## src/hdl/dctr_pkg.sv

```systemverilog
// Package with the shared types, constants and ring helper functions of the timer ring.
`default_nettype none

package dctr_pkg;

    localparam int NUM_SHARDS = 8;
    localparam int RING_DEPTH = 64;

    localparam int SHARD_W   = (NUM_SHARDS > 1) ? $clog2(NUM_SHARDS) : 1;
    localparam int SLOT_W    = $clog2(RING_DEPTH);
    localparam int PTR_W     = $clog2(2 * RING_DEPTH);
    localparam int MEM_DEPTH = NUM_SHARDS * RING_DEPTH;
    localparam int ADDR_W    = $clog2(MEM_DEPTH);

    localparam logic [PTR_W-1:0] PTR_LAST  = PTR_W'(2 * RING_DEPTH - 1);
    localparam logic [PTR_W:0]   PTR_MOD   = (PTR_W + 1)'(2 * RING_DEPTH);
    localparam logic [PTR_W-1:0] RING_FULL = PTR_W'(RING_DEPTH);

    localparam logic [31:0] SHARD_LIMIT = 32'(NUM_SHARDS);

    localparam int PPM_W  = 20;
    localparam int ROLL_W = 21;
    localparam logic [31:0]       PPM_SCALE  = 32'd1000000;
    localparam logic [ROLL_W-1:0] PPM_ROLL   = ROLL_W'(1000000);

    // The roll is divided by 64 first, then by 15625 through a reciprocal scaled by 2^40.
    localparam int RECIP_W   = 27;
    localparam int RSHIFT    = 40;
    localparam int PROD_W    = 53;
    localparam int QUOT_W    = PROD_W - RSHIFT;
    localparam logic [RECIP_W-1:0] RECIP = 27'd70368744;

    localparam logic [31:0] LFSR_TAPS = 32'hD000_0001;
    localparam logic [31:0] LFSR_SEED = 32'h0000_0001;

    localparam logic KIND_ISSUE    = 1'b0;
    localparam logic KIND_POLL     = 1'b1;
    localparam logic RK_STATUS     = 1'b0;
    localparam logic RK_COMPLETION = 1'b1;

    localparam logic [2:0] CFG_READ_LATENCY = 3'd0;
    localparam logic [2:0] CFG_DROP_PPM     = 3'd1;
    localparam logic [2:0] CFG_ERROR_PPM    = 3'd2;
    localparam logic [2:0] CFG_NS_COUNT     = 3'd3;
    localparam logic [2:0] CFG_NS_MASK      = 3'd4;

    localparam int CMDQ_DEPTH = 2;
    localparam int CMDQ_IDX_W = $clog2(CMDQ_DEPTH);
    localparam int CMDQ_CNT_W = $clog2(CMDQ_DEPTH + 1);

    typedef enum logic [1:0] {
        ST_OK        = 2'd0,
        ST_BAD_SHARD = 2'd1,
        ST_FULL      = 2'd2,
        ST_IO_ERR    = 2'd3
    } status_t;

    typedef enum logic [3:0] {
        BK_IDLE,
        BK_ISSUE,
        BK_CHECK,
        BK_READ,
        BK_MUL,
        BK_REM,
        BK_CLASS,
        BK_EMIT,
        BK_FLUSH
    } back_state_t;

    // The stamp is the due time for an issue and the current time for a poll.
    typedef struct packed {
        logic               kind;
        logic [SHARD_W-1:0] shard;
        logic               shard_bad;
        logic               ns_bad;
        logic [63:0]        cookie;
        logic [63:0]        stamp;
    } cmd_t;

    typedef struct packed {
        logic [31:0] latency;
        logic [5:0]  ns_count;
        logic [31:0] ns_mask;
    } issue_cfg_t;

    typedef struct packed {
        logic [PPM_W-1:0] drop_ppm;
        logic [PPM_W-1:0] error_ppm;
    } fault_cfg_t;

    function automatic logic [PTR_W-1:0] ptr_next(input logic [PTR_W-1:0] p);
        return (p == PTR_LAST) ? '0 : p + 1'b1;
    endfunction

    function automatic logic [SLOT_W-1:0] slot_of(input logic [PTR_W-1:0] p);
        logic [PTR_W-1:0] s;
        s = (p >= RING_FULL) ? p - RING_FULL : p;
        return s[SLOT_W-1:0];
    endfunction

    function automatic logic [PTR_W-1:0] ring_used(input logic [PTR_W-1:0] head,
                                                    input logic [PTR_W-1:0] tail);
        logic [PTR_W:0] d;
        d = {1'b0, tail} + PTR_MOD - {1'b0, head};
        if (d >= PTR_MOD) begin
            d = d - PTR_MOD;
        end
        return d[PTR_W-1:0];
    endfunction

    function automatic logic [ADDR_W-1:0] ring_addr(input logic [SHARD_W-1:0] shard,
                                                    input logic [SLOT_W-1:0] slot);
        return ADDR_W'(shard) * ADDR_W'(RING_DEPTH) + ADDR_W'(slot);
    endfunction

endpackage

`default_nettype wire

```

## src/hdl/dctr_front.sv

```systemverilog
// Front end that accepts items, runs the configuration checks and forms queue commands.
`default_nettype none

module dctr_front
    import dctr_pkg::*;
(
    input  wire logic        in_valid,
    output logic             in_ready,
    input  wire logic        kind,
    input  wire logic [63:0] now_ns,
    input  wire logic [63:0] cookie,
    input  wire logic [7:0]  namespace_id,
    input  wire logic [2:0]  poll_shard,
    input  wire issue_cfg_t  icfg,
    output logic             push_valid,
    input  wire logic        push_ready,
    output cmd_t             push_cmd
);

    logic [31:0] shard_wide;
    logic [31:0] poll_wide;
    logic        shard_bad;
    logic        ns_bad;
    logic        poll_ok;

    assign shard_wide = cookie[63:32];
    assign poll_wide  = {29'd0, poll_shard};
    assign shard_bad  = (shard_wide >= SHARD_LIMIT);
    assign poll_ok    = (poll_wide < SHARD_LIMIT);

    // Ids of 32 and above have no mask bit and count as unmapped.
    assign ns_bad = (namespace_id >= {2'b00, icfg.ns_count})
                 || (namespace_id[7:5] != 3'd0)
                 || !icfg.ns_mask[namespace_id[4:0]];

    assign in_ready   = push_ready;
    assign push_valid = in_valid && ((kind == KIND_ISSUE) || poll_ok);

    always_comb
    begin
        push_cmd.kind      = kind;
        push_cmd.shard_bad = shard_bad;
        push_cmd.ns_bad    = ns_bad;
        push_cmd.cookie    = cookie;
        if (kind == KIND_ISSUE)
        begin
            push_cmd.shard = shard_bad ? '0 : shard_wide[SHARD_W-1:0];
            push_cmd.stamp = now_ns + {32'd0, icfg.latency};
        end
        else
        begin
            push_cmd.shard = poll_wide[SHARD_W-1:0];
            push_cmd.stamp = now_ns;
        end
    end

endmodule

`default_nettype wire

```

## config.mk

```make
export PLATFORM = sky130hd
export DESIGN_NAME = dctr_front
export DESIGN_NICKNAME = d
export VERILOG_FILES = /design/src/hdl/dctr_pkg.sv /design/src/hdl/dctr_front.sv
export SDC_FILE = /design/constraint.sdc
export NUM_CORES = 1
export LEC_CHECK = 0
export BUFFER_PORTS_ARGS = -buffer_cell sky130_fd_sc_hd__buf_2
export CORE_AREA = 2 2 136 138
export DETAILED_ROUTE_END_ITERATION = 6
export DIE_AREA = 0 0 138 140
export PLACE_DENSITY_LB_ADDON = 0.08
export SLEW_MARGIN = 40
export SYNTH_ARGS = -nofsm -noshare
export SYNTH_HDL_FRONTEND = slang
export SYNTH_SLANG_ARGS = --single-unit
```

## constraint.sdc

```tcl
create_clock -name vclk -period 2.1
set_input_delay 0 -clock vclk [all_inputs]
set_output_delay 0 -clock vclk [all_outputs]
set_load 0.01 [all_outputs]
```

==> impl_metrics.csv <==
group,metric,value,unit
critical_path,path_buf_inv,5,
global_route,grt_pass1_vias,5289,
timing,min_period_over_period,1.08,
synth,synth_area_leader_cell,"buf_4",
global_route,grt_max_degree,48,
route,routed_via_density,4.79,
pwr,powerDensity,276,nW/µm²
timing,slew_headroom,0.543,
route,ant_nets,0,
timing,setup_slack,-162,ps
status,violations,"setup timing",
final_layout,fillers,1903,
pwr,ir_worst_vdd,0.0927,mV
global_route,grt_use_met3,0.0294,
die,coreArea,17800,µm²
critical_path,max_stage_delay,280,ps
timing,fin_crit,2260,ps
global_route,grt.met1_usage,0.201,
final_layout,seqCellArea,0,µm²
route,routedWlPerCell,16.9,µm
final_layout,finalNetCount,1096,
timing,rsz0062_at_grt,"yes",
timing,report.final.setup_viol,35,
critical_path,cp_max_fo,8,
synth,synth_nets,798,
synth,synth_area,3870,µm²
placement,placedCellCount,1048,
global_route,use_met2,0.338,
final_layout,final_cell_mix,"buf_2 (268), buf_4 (92), nand2_1 (59)",
global_route,grt.busiest_layer,"met2",
critical_path,crit_slowest_cell,"a221oi_4",
die,io_pins,348,
critical_path,endpoint_kind,"output port",
timing,hold_violations,0,
critical_path,start_kind,"input pin",
timing,fmax,442,MHz
flow_run,maxCapViolCount,0,
final_layout,layout_commonest_cell,"buf_2",
synth,netlist-cell-type-count,57,
synth,yosys_warnings,0,
route,routed-via-count,5139,
critical_path,crit_chain,"buf_2 -> ha_1 -> a211oi_4 -> o21ba_4 -> o211ai_1 -> buf_4 -> nand3_4 -> nand4b_4 -> a221oi_4 -> buf_12 -> buf_12 -> nor2_4 -> xor2_1 -> buf_2",
die,start_util,0.218,
pwr,total_power,1.84,mW
min_path,hold_class,"input pin to output port",
die,rows,49,
placement,place.gp.congestion,0.899,
status,status,"finished, violations left",
die,die_x,138,µm
global_route,grt_use_total,0.172,
final_layout,drive_gt1_frac,0.599,
timing,setup-tns-final,-3320,ps
die,die_area,19300,µm²
critical_path,cp.required,2100,ps
critical_path,cp_top_family,"compound AO/OA/AOI/OAI gates",
final_layout,post-route-cell-area,6680,µm²
final_layout,nFlopsAndLatches,0,
global_route,grt_pass1_wl,27600,µm
final_layout,finalNonFillerCells,1073,
timing,slew_viol_final,0,
timing,tightest_slew,685,ps
placement,placed_cell_area,5590,µm²
synth,yosys-top-cells-area,"buf_4 (13%), ha_1 (12%), xor2_1 (7.7%)",
final_layout,clkbuf_count,0,
route,drtIter0Drc,202,
synth,yosysTopAreaCellShare,0.134,
route,drcViolationCount,0,
global_route,gr-total-overflow,0,
placement,io_buffers,280,
route,drt-total-wl,18100,µm
critical_path,path_class,"input pin to output port",
critical_path,critPathArrivalTime,2260,ps
die,die_h,140,µm
placement,dpl.hpwl,15200,µm
pwr,power.leakage,3.16,nW
synth,synthCells,547,
route,dr.pass1.iters,4,
synth,postSynthAreaPerCell,7.08,µm²
global_route,antenna_found_initial,0,
final_layout,syn2layout_area_growth,72.5,%
synth,ys_seq_area_frac,0,
## layout make-up
cell class / instances / area, µm² / share of cell area
diodes: 1 / 2.50 / 0.000375
multi-input cells: 443 / 3980 / 0.596
repair buffers: 385 / 2360 / 0.353
inverters: 15 / 56.3 / 0.00843
well taps: 229 / 287 / 0.0429
## cell families after synthesis
group                      Yosys count  synth area share
buffers and inverters              105             0.172
and+or+nand+nor                    176             0.237
AOI/OAI and AO/OA                  156             0.266
adders and majority gates           39             0.128
xor gates and xnor gates            59             0.133
muxes                               12            0.0640
## stage by stage
step                setup slack, ps   util  hold WS, ps
floorplan                      34.8      -         80.1
detailed placement             -395  0.314       0.0686
global route                   -298  0.376       0.0185
finish                         -162  0.376      0.00448
CTS                            -188  0.352       0.0686
global placement               -319  0.314       0.0686
## report_power, final
group / leakage [nW] / total [mW] / internal, mW / switching [mW]
logic: 3.16 / 1.84 / 0.922 / 0.922
clock network: 0.00000634 / 0.0000000639 / 0.0000000639 / 0
registers: 0 / 0 / 0 / 0
## Yosys cell counts (all sizes together) (4+ instances only)
library cell / number
a211oi: 7
a21o: 18
a21oi: 36
a31oi: 7
and3: 8
buf: 74
clkbuf: 16
ha: 38
inv: 15
mux4: 10
nand2: 66
nand2b: 8
nand3: 17
nand4: 17
nor2: 22
nor3: 11
nor4: 13
o2111ai: 5
o211ai: 4
o21a: 5
o21ai: 55
o21bai: 5
xnor2: 25
xor2: 34
## worst paths after layout
path                        to  cells after the start  slack (ps)      start
setup / recovery  push_cmd[35]                     14        -160  now_ns[3]
hold / removal    push_cmd[73]                      0       0.004  cookie[9]
## layer usage
layer	share of wire	vias to the layer above	routed length, µm
met5	0	-	0
li1	-	2540	-
met2	0.53	226	9510
met4	0.012	0	217
met1	0.39	2355	7030
met3	0.074	18	1340
## what timing repair did
item,4_1_cts,5_1_grt
gates cloned,2,0
setup endpoints to repair,45,48
hold buffers,0,0
setup buffers,12,10
endpoints found under the hold margin,0,0
pin swaps,55,45
resized for setup,94,73
(Power assumes the default switching activity.)
