<file path="config.mk">
export PLATFORM = sky130hd
export DESIGN_NAME = dctr_cmd_fifo
export DESIGN_NICKNAME = d
export VERILOG_FILES = /design/src/hdl/dctr_pkg.sv /design/src/hdl/dctr_cmd_fifo.sv
export SDC_FILE = /design/constraint.sdc
export NUM_CORES = 1
export LEC_CHECK = 0
export BUFFER_PORTS_ARGS = -buffer_cell sky130_fd_sc_hd__buf_2
export CAP_MARGIN = 20
export CELL_PAD_IN_SITES_DETAIL_PLACEMENT = 1
export CELL_PAD_IN_SITES_GLOBAL_PLACEMENT = 2
export CORE_ASPECT_RATIO = 2
export CORE_UTILIZATION = 40
export CTS_BUF_LIST = sky130_fd_sc_hd__clkbuf_8
export CTS_CLUSTER_DIAMETER = 50
export DETAILED_ROUTE_END_ITERATION = 6
export PLACE_DENSITY_LB_ADDON = 0.1
export REMOVE_ABC_BUFFERS = 1
export SLEW_MARGIN = 25
export SYNTH_ARGS = -nofsm -noshare
export SYNTH_HDL_FRONTEND = slang
export SYNTH_SLANG_ARGS = --single-unit
</file>
<file path="constraint.sdc">
create_clock -name clk -period 10 [get_ports clk]
set_clock_uncertainty 0.15 [all_clocks]
set_input_delay 3 -clock clk [delete_from_list [all_inputs] [get_ports clk]]
set_output_delay 3 -clock clk [all_outputs]
set_load 0.005 [all_outputs]
</file>
<file path="src/hdl/dctr_pkg.sv">
// Package with the shared types, constants and ring helper functions of the timer ring.
`default_nettype none

package dctr_pkg;

    localparam int NUM_SHARDS = 8;
    localparam int RING_DEPTH = 64;

    localparam int SHARD_W   = (NUM_SHARDS > 1) ? $clog2(NUM_SHARDS) : 1;
    localparam int SLOT_W    = $clog2(RING_DEPTH);
    localparam int PTR_W     = $clog2(2 * RING_DEPTH);
    localparam int MEM_DEPTH = NUM_SHARDS * RING_DEPTH;
    localparam int ADDR_W    = $clog2(MEM_DEPTH);

    localparam logic [PTR_W-1:0] PTR_LAST  = PTR_W'(2 * RING_DEPTH - 1);
    localparam logic [PTR_W:0]   PTR_MOD   = (PTR_W + 1)'(2 * RING_DEPTH);
    localparam logic [PTR_W-1:0] RING_FULL = PTR_W'(RING_DEPTH);

    localparam logic [31:0] SHARD_LIMIT = 32'(NUM_SHARDS);

    localparam int PPM_W  = 20;
    localparam int ROLL_W = 21;
    localparam logic [31:0]       PPM_SCALE  = 32'd1000000;
    localparam logic [ROLL_W-1:0] PPM_ROLL   = ROLL_W'(1000000);

    // The roll is divided by 64 first, then by 15625 through a reciprocal scaled by 2^40.
    localparam int RECIP_W   = 27;
    localparam int RSHIFT    = 40;
    localparam int PROD_W    = 53;
    localparam int QUOT_W    = PROD_W - RSHIFT;
    localparam logic [RECIP_W-1:0] RECIP = 27'd70368744;

    localparam logic [31:0] LFSR_TAPS = 32'hD000_0001;
    localparam logic [31:0] LFSR_SEED = 32'h0000_0001;

    localparam logic KIND_ISSUE    = 1'b0;
    localparam logic KIND_POLL     = 1'b1;
    localparam logic RK_STATUS     = 1'b0;
    localparam logic RK_COMPLETION = 1'b1;

    localparam logic [2:0] CFG_READ_LATENCY = 3'd0;
    localparam logic [2:0] CFG_DROP_PPM     = 3'd1;
    localparam logic [2:0] CFG_ERROR_PPM    = 3'd2;
    localparam logic [2:0] CFG_NS_COUNT     = 3'd3;
    localparam logic [2:0] CFG_NS_MASK      = 3'd4;

    localparam int CMDQ_DEPTH = 2;
    localparam int CMDQ_IDX_W = $clog2(CMDQ_DEPTH);
    localparam int CMDQ_CNT_W = $clog2(CMDQ_DEPTH + 1);

    typedef enum logic [1:0] {
        ST_OK        = 2'd0,
        ST_BAD_SHARD = 2'd1,
        ST_FULL      = 2'd2,
        ST_IO_ERR    = 2'd3
    } status_t;

    typedef enum logic [3:0] {
        BK_IDLE,
        BK_ISSUE,
        BK_CHECK,
        BK_READ,
        BK_MUL,
        BK_REM,
        BK_CLASS,
        BK_EMIT,
        BK_FLUSH
    } back_state_t;

    // The stamp is the due time for an issue and the current time for a poll.
    typedef struct packed {
        logic               kind;
        logic [SHARD_W-1:0] shard;
        logic               shard_bad;
        logic               ns_bad;
        logic [63:0]        cookie;
        logic [63:0]        stamp;
    } cmd_t;

    typedef struct packed {
        logic [31:0] latency;
        logic [5:0]  ns_count;
        logic [31:0] ns_mask;
    } issue_cfg_t;

    typedef struct packed {
        logic [PPM_W-1:0] drop_ppm;
        logic [PPM_W-1:0] error_ppm;
    } fault_cfg_t;

    function automatic logic [PTR_W-1:0] ptr_next(input logic [PTR_W-1:0] p);
        return (p == PTR_LAST) ? '0 : p + 1'b1;
    endfunction

    function automatic logic [SLOT_W-1:0] slot_of(input logic [PTR_W-1:0] p);
        logic [PTR_W-1:0] s;
        s = (p >= RING_FULL) ? p - RING_FULL : p;
        return s[SLOT_W-1:0];
    endfunction

    function automatic logic [PTR_W-1:0] ring_used(input logic [PTR_W-1:0] head,
                                                    input logic [PTR_W-1:0] tail);
        logic [PTR_W:0] d;
        d = {1'b0, tail} + PTR_MOD - {1'b0, head};
        if (d >= PTR_MOD) begin
            d = d - PTR_MOD;
        end
        return d[PTR_W-1:0];
    endfunction

    function automatic logic [ADDR_W-1:0] ring_addr(input logic [SHARD_W-1:0] shard,
                                                    input logic [SLOT_W-1:0] slot);
        return ADDR_W'(shard) * ADDR_W'(RING_DEPTH) + ADDR_W'(slot);
    endfunction

endpackage

`default_nettype wire

</file>
<file path="src/hdl/dctr_cmd_fifo.sv">
// Short command queue between the front end and the ring engine.
`default_nettype none

module dctr_cmd_fifo
    import dctr_pkg::*;
(
    input  wire logic clk,
    input  wire logic rst_n,
    input  wire logic push_valid,
    output logic      push_ready,
    input  wire cmd_t push_cmd,
    output logic      pop_valid,
    input  wire logic pop_ready,
    output cmd_t      pop_cmd
);

    cmd_t                  entry_reg [CMDQ_DEPTH];
    logic [CMDQ_IDX_W-1:0] wr_ptr_reg;
    logic [CMDQ_IDX_W-1:0] rd_ptr_reg;
    logic [CMDQ_CNT_W-1:0] count_reg;
    logic                  do_push;
    logic                  do_pop;

    assign push_ready = (count_reg != CMDQ_CNT_W'(CMDQ_DEPTH));
    assign pop_valid  = (count_reg != '0);
    assign pop_cmd    = entry_reg[rd_ptr_reg];
    assign do_push    = push_valid && push_ready;
    assign do_pop     = pop_valid && pop_ready;

    always_ff @(posedge clk)
    begin
        if (do_push)
        begin
            entry_reg[wr_ptr_reg] <= push_cmd;
        end
    end

    always_ff @(posedge clk or negedge rst_n)
    begin
        if (!rst_n)
        begin
            wr_ptr_reg <= '0;
            rd_ptr_reg <= '0;
            count_reg  <= '0;
        end
        else
        begin
            if (do_push)
            begin
                wr_ptr_reg <= (wr_ptr_reg == CMDQ_IDX_W'(CMDQ_DEPTH - 1)) ? '0
                                                                         : wr_ptr_reg + 1'b1;
            end
            if (do_pop)
            begin
                rd_ptr_reg <= (rd_ptr_reg == CMDQ_IDX_W'(CMDQ_DEPTH - 1)) ? '0
                                                                         : rd_ptr_reg + 1'b1;
            end
            if (do_push && !do_pop)
            begin
                count_reg <= count_reg + 1'b1;
            end
            else if (do_pop && !do_push)
            begin
                count_reg <= count_reg - 1'b1;
            end
        end
    end

endmodule

`default_nettype wire

</file>
==> flow_summary.yaml <==
placed_design:
  place_area_um2: 11800
  dp.cells: 1028
  dpl_worst_slack_ps: 4090
  gp_congestion: 0.737
  io_buffers: 273
  dp_hpwl_um: 14000
timing:
  period_share_pct: 57.4
  period_minus_slack_ps: 5740
  finalSetupTns_ps: 0
  fmax_mhz: 174
  rsz0062_at_grt: "no"
  relSlewSlack_pct: 39.2
  hold_ws_ps: 383
  worst_pin_slew_ps: 910
  slew_viol_final: 0
  setup_viol: 0
  fin_ws_ps: 4260
  hold_violations: 0
setup_path:
  r2r_start: "count_reg[0]"
  arrival_ps: 2590
  reg2regPathDepth: 4
  crit_end: "pop_cmd[47]"
  crit_required_ps: 6850
  crit_start: "rd_ptr_reg"
  crit_fanout: 75
  reg2reg_slack_ps: 7280
  r2r-end: "entry_reg[0][12]"
  worst_setup_path_start_kind: "register"
  critPathCaptureType: "output pin"
  critPathKind: "register to output pin"
finish:
  drive_above_1_share_pct: 60.1
  largest_reg_flops: 268
  design_area_um2: 12600
  fin_cells: 1106
  area_delta_synth_final_pct: 25.0
  fin_nets: 879
  finalCoreUtilization_pct: 51.3
synthesis:
  ys_seq_area_share_pct: 81.0
  synth_top_family_by_area: "multiplexers"
  syn-instance-count: 435
  ys_seq_elements: 272
  synthMuxAreaShare_pct: 16.9
  ys_types: 15
  yosys_warnings: 0
  netlist_area_um2: 10100
  synth_compound_area_share_pct: 0
  netlist_top_cells_area: "edfxtp_1, mux2_2, mux2_4"
  synth_xor_area_share_pct: 0.435
  synth_area_per_cell_um2: 23.1
  synthSimpleGateAreaFrac_pct: 0.336
  synth_adder_area_share_pct: 0.124
  synth_top_cell_by_area: "edfxtp_1"
  synth.top_cell.area_share_pct: 80.0
routing:
  wl_um: 21300
  wl_per_cell_um: 19.3
  drc: 0
  drtIter0Drc: 197
  final_antenna_net_count: 0
  dr_total_vias: 5137
  first_pass_iters: 4
  via_per_inst: 4.64
cts:
  htreeDepth: 2
  cts_max_path_buffers: 3
  cts_tree: "done"
  worstSkewPairLatency_ps: 560
  cts_root_buf: "clkbuf_8"
  clk_pin_slew_ps: 70
  cts_buffers: 40
  postCtsSetupRepairBufs: 0
  ctsHoldBuffers: 0
  clkSinkCount: 272
  cts_resized: 0
pwr:
  total_power_mw: 3.51
  cellLeakagePower_nw: 4.84
  peakVddDrop_mv: 0.280
  powerDensity_nw_per_um2: 279
global_routing:
  grt_pass1_wl_um: 31200
  antenna_found_initial: 8
  grt_usage_pct: 16.5
  gr-total-overflow: 0
  first_global_vias: 5716
  grt_max_degree: 107
run_status:
  status: "complete, no violations"
min_path:
  min_path_type: "register to register"
die:
  coreArea_um2: 24500
  io_pins: 274
  row_count: 81
  die-height_um: 226
  start_util_pct: 41.0
  dieWidth_um: 114
  die-area_um2: 25800
run:
  cap_viol_max_count: 0
==> power by group <==
group,total (mW),switching (mW),leakage (nW),internal [mW]
registers,1.65,0.0903,2.54,1.56
logic,1.02,0.490,1.90,0.528
clock network,0.837,0.405,0.404,0.432
==> kinds of logic after synthesis <==
group	count (synthesis)
xor+xnor	5
fa+ha+maj	1
buf+inv	16
flops	272
mux	134
simple gates	7
==> area by class of cell <==
class | instances | area [µm²]
Sequential cell | 272 | 8150
Antenna cell | 5 | 12.5
Fill cell | 2396 | 12000
Inverter | 1 | 3.75
Timing Repair Buffer | 278 | 1450
Tap cell | 332 | 415
Clock buffer | 41 | 564
Clock inverter | 30 | 174
Multi-Input combinational cell | 147 | 1800
==> cells in the final DEF (no fill, tap or decap), drive strengths merged, types with 3 or more instances in the layout <==
master	n
buf	278
edfxtp	268
mux2	134
clkbuf	41
clkinv	16
inv	11
diode	5
dfrtp	4
xnor2	3
==> routing by layer <==
layer,wire (µm),global-route usage (%),up-vias
met3,1550,5.34,52
li1,-,-,2353
met1,6860,15.2,2527
met4,701,8.00,6
met5,37,0,-
met2,12200,31.6,199
==> worst min-delay path by stage <==
stage | startpoint | endpoint | slack (ps) | cells after the start
3_3_place_gp | count_reg[1] | count_reg[1] | 320 | 1
3_5_place_dp | count_reg[1] | count_reg[1] | 360 | 1
6_report | count_reg[1] | count_reg[1] | 380 | 1
2_1_floorplan | count_reg[1] | count_reg[1] | 310 | 1
4_1_cts | count_reg[1] | count_reg[1] | 380 | 1
5_1_grt | count_reg[1] | count_reg[1] | 410 | 1
==> synth_stat cells <==
| master | instances |
|---|---|
| and3_1 | 1 |
| buf_2 | 8 |
| buf_6 | 7 |
| dfrtp_1 | 4 |
| edfxtp_1 | 268 |
| ha_1 | 1 |
| inv_1 | 1 |
| mux2_2 | 84 |
| mux2_4 | 50 |
| nand2_1 | 2 |
| nand2b_1 | 1 |
| nor2_1 | 2 |
| or2_2 | 1 |
| xnor2_1 | 3 |
| xor2_1 | 2 |
==> critical path, cell delays in order, from the launching register on <==
cell,delay [ps]
dfrtp_4,740
buf_6,650
mux2_2,430
buf_2,130
(Power assumes the default switching activity.)
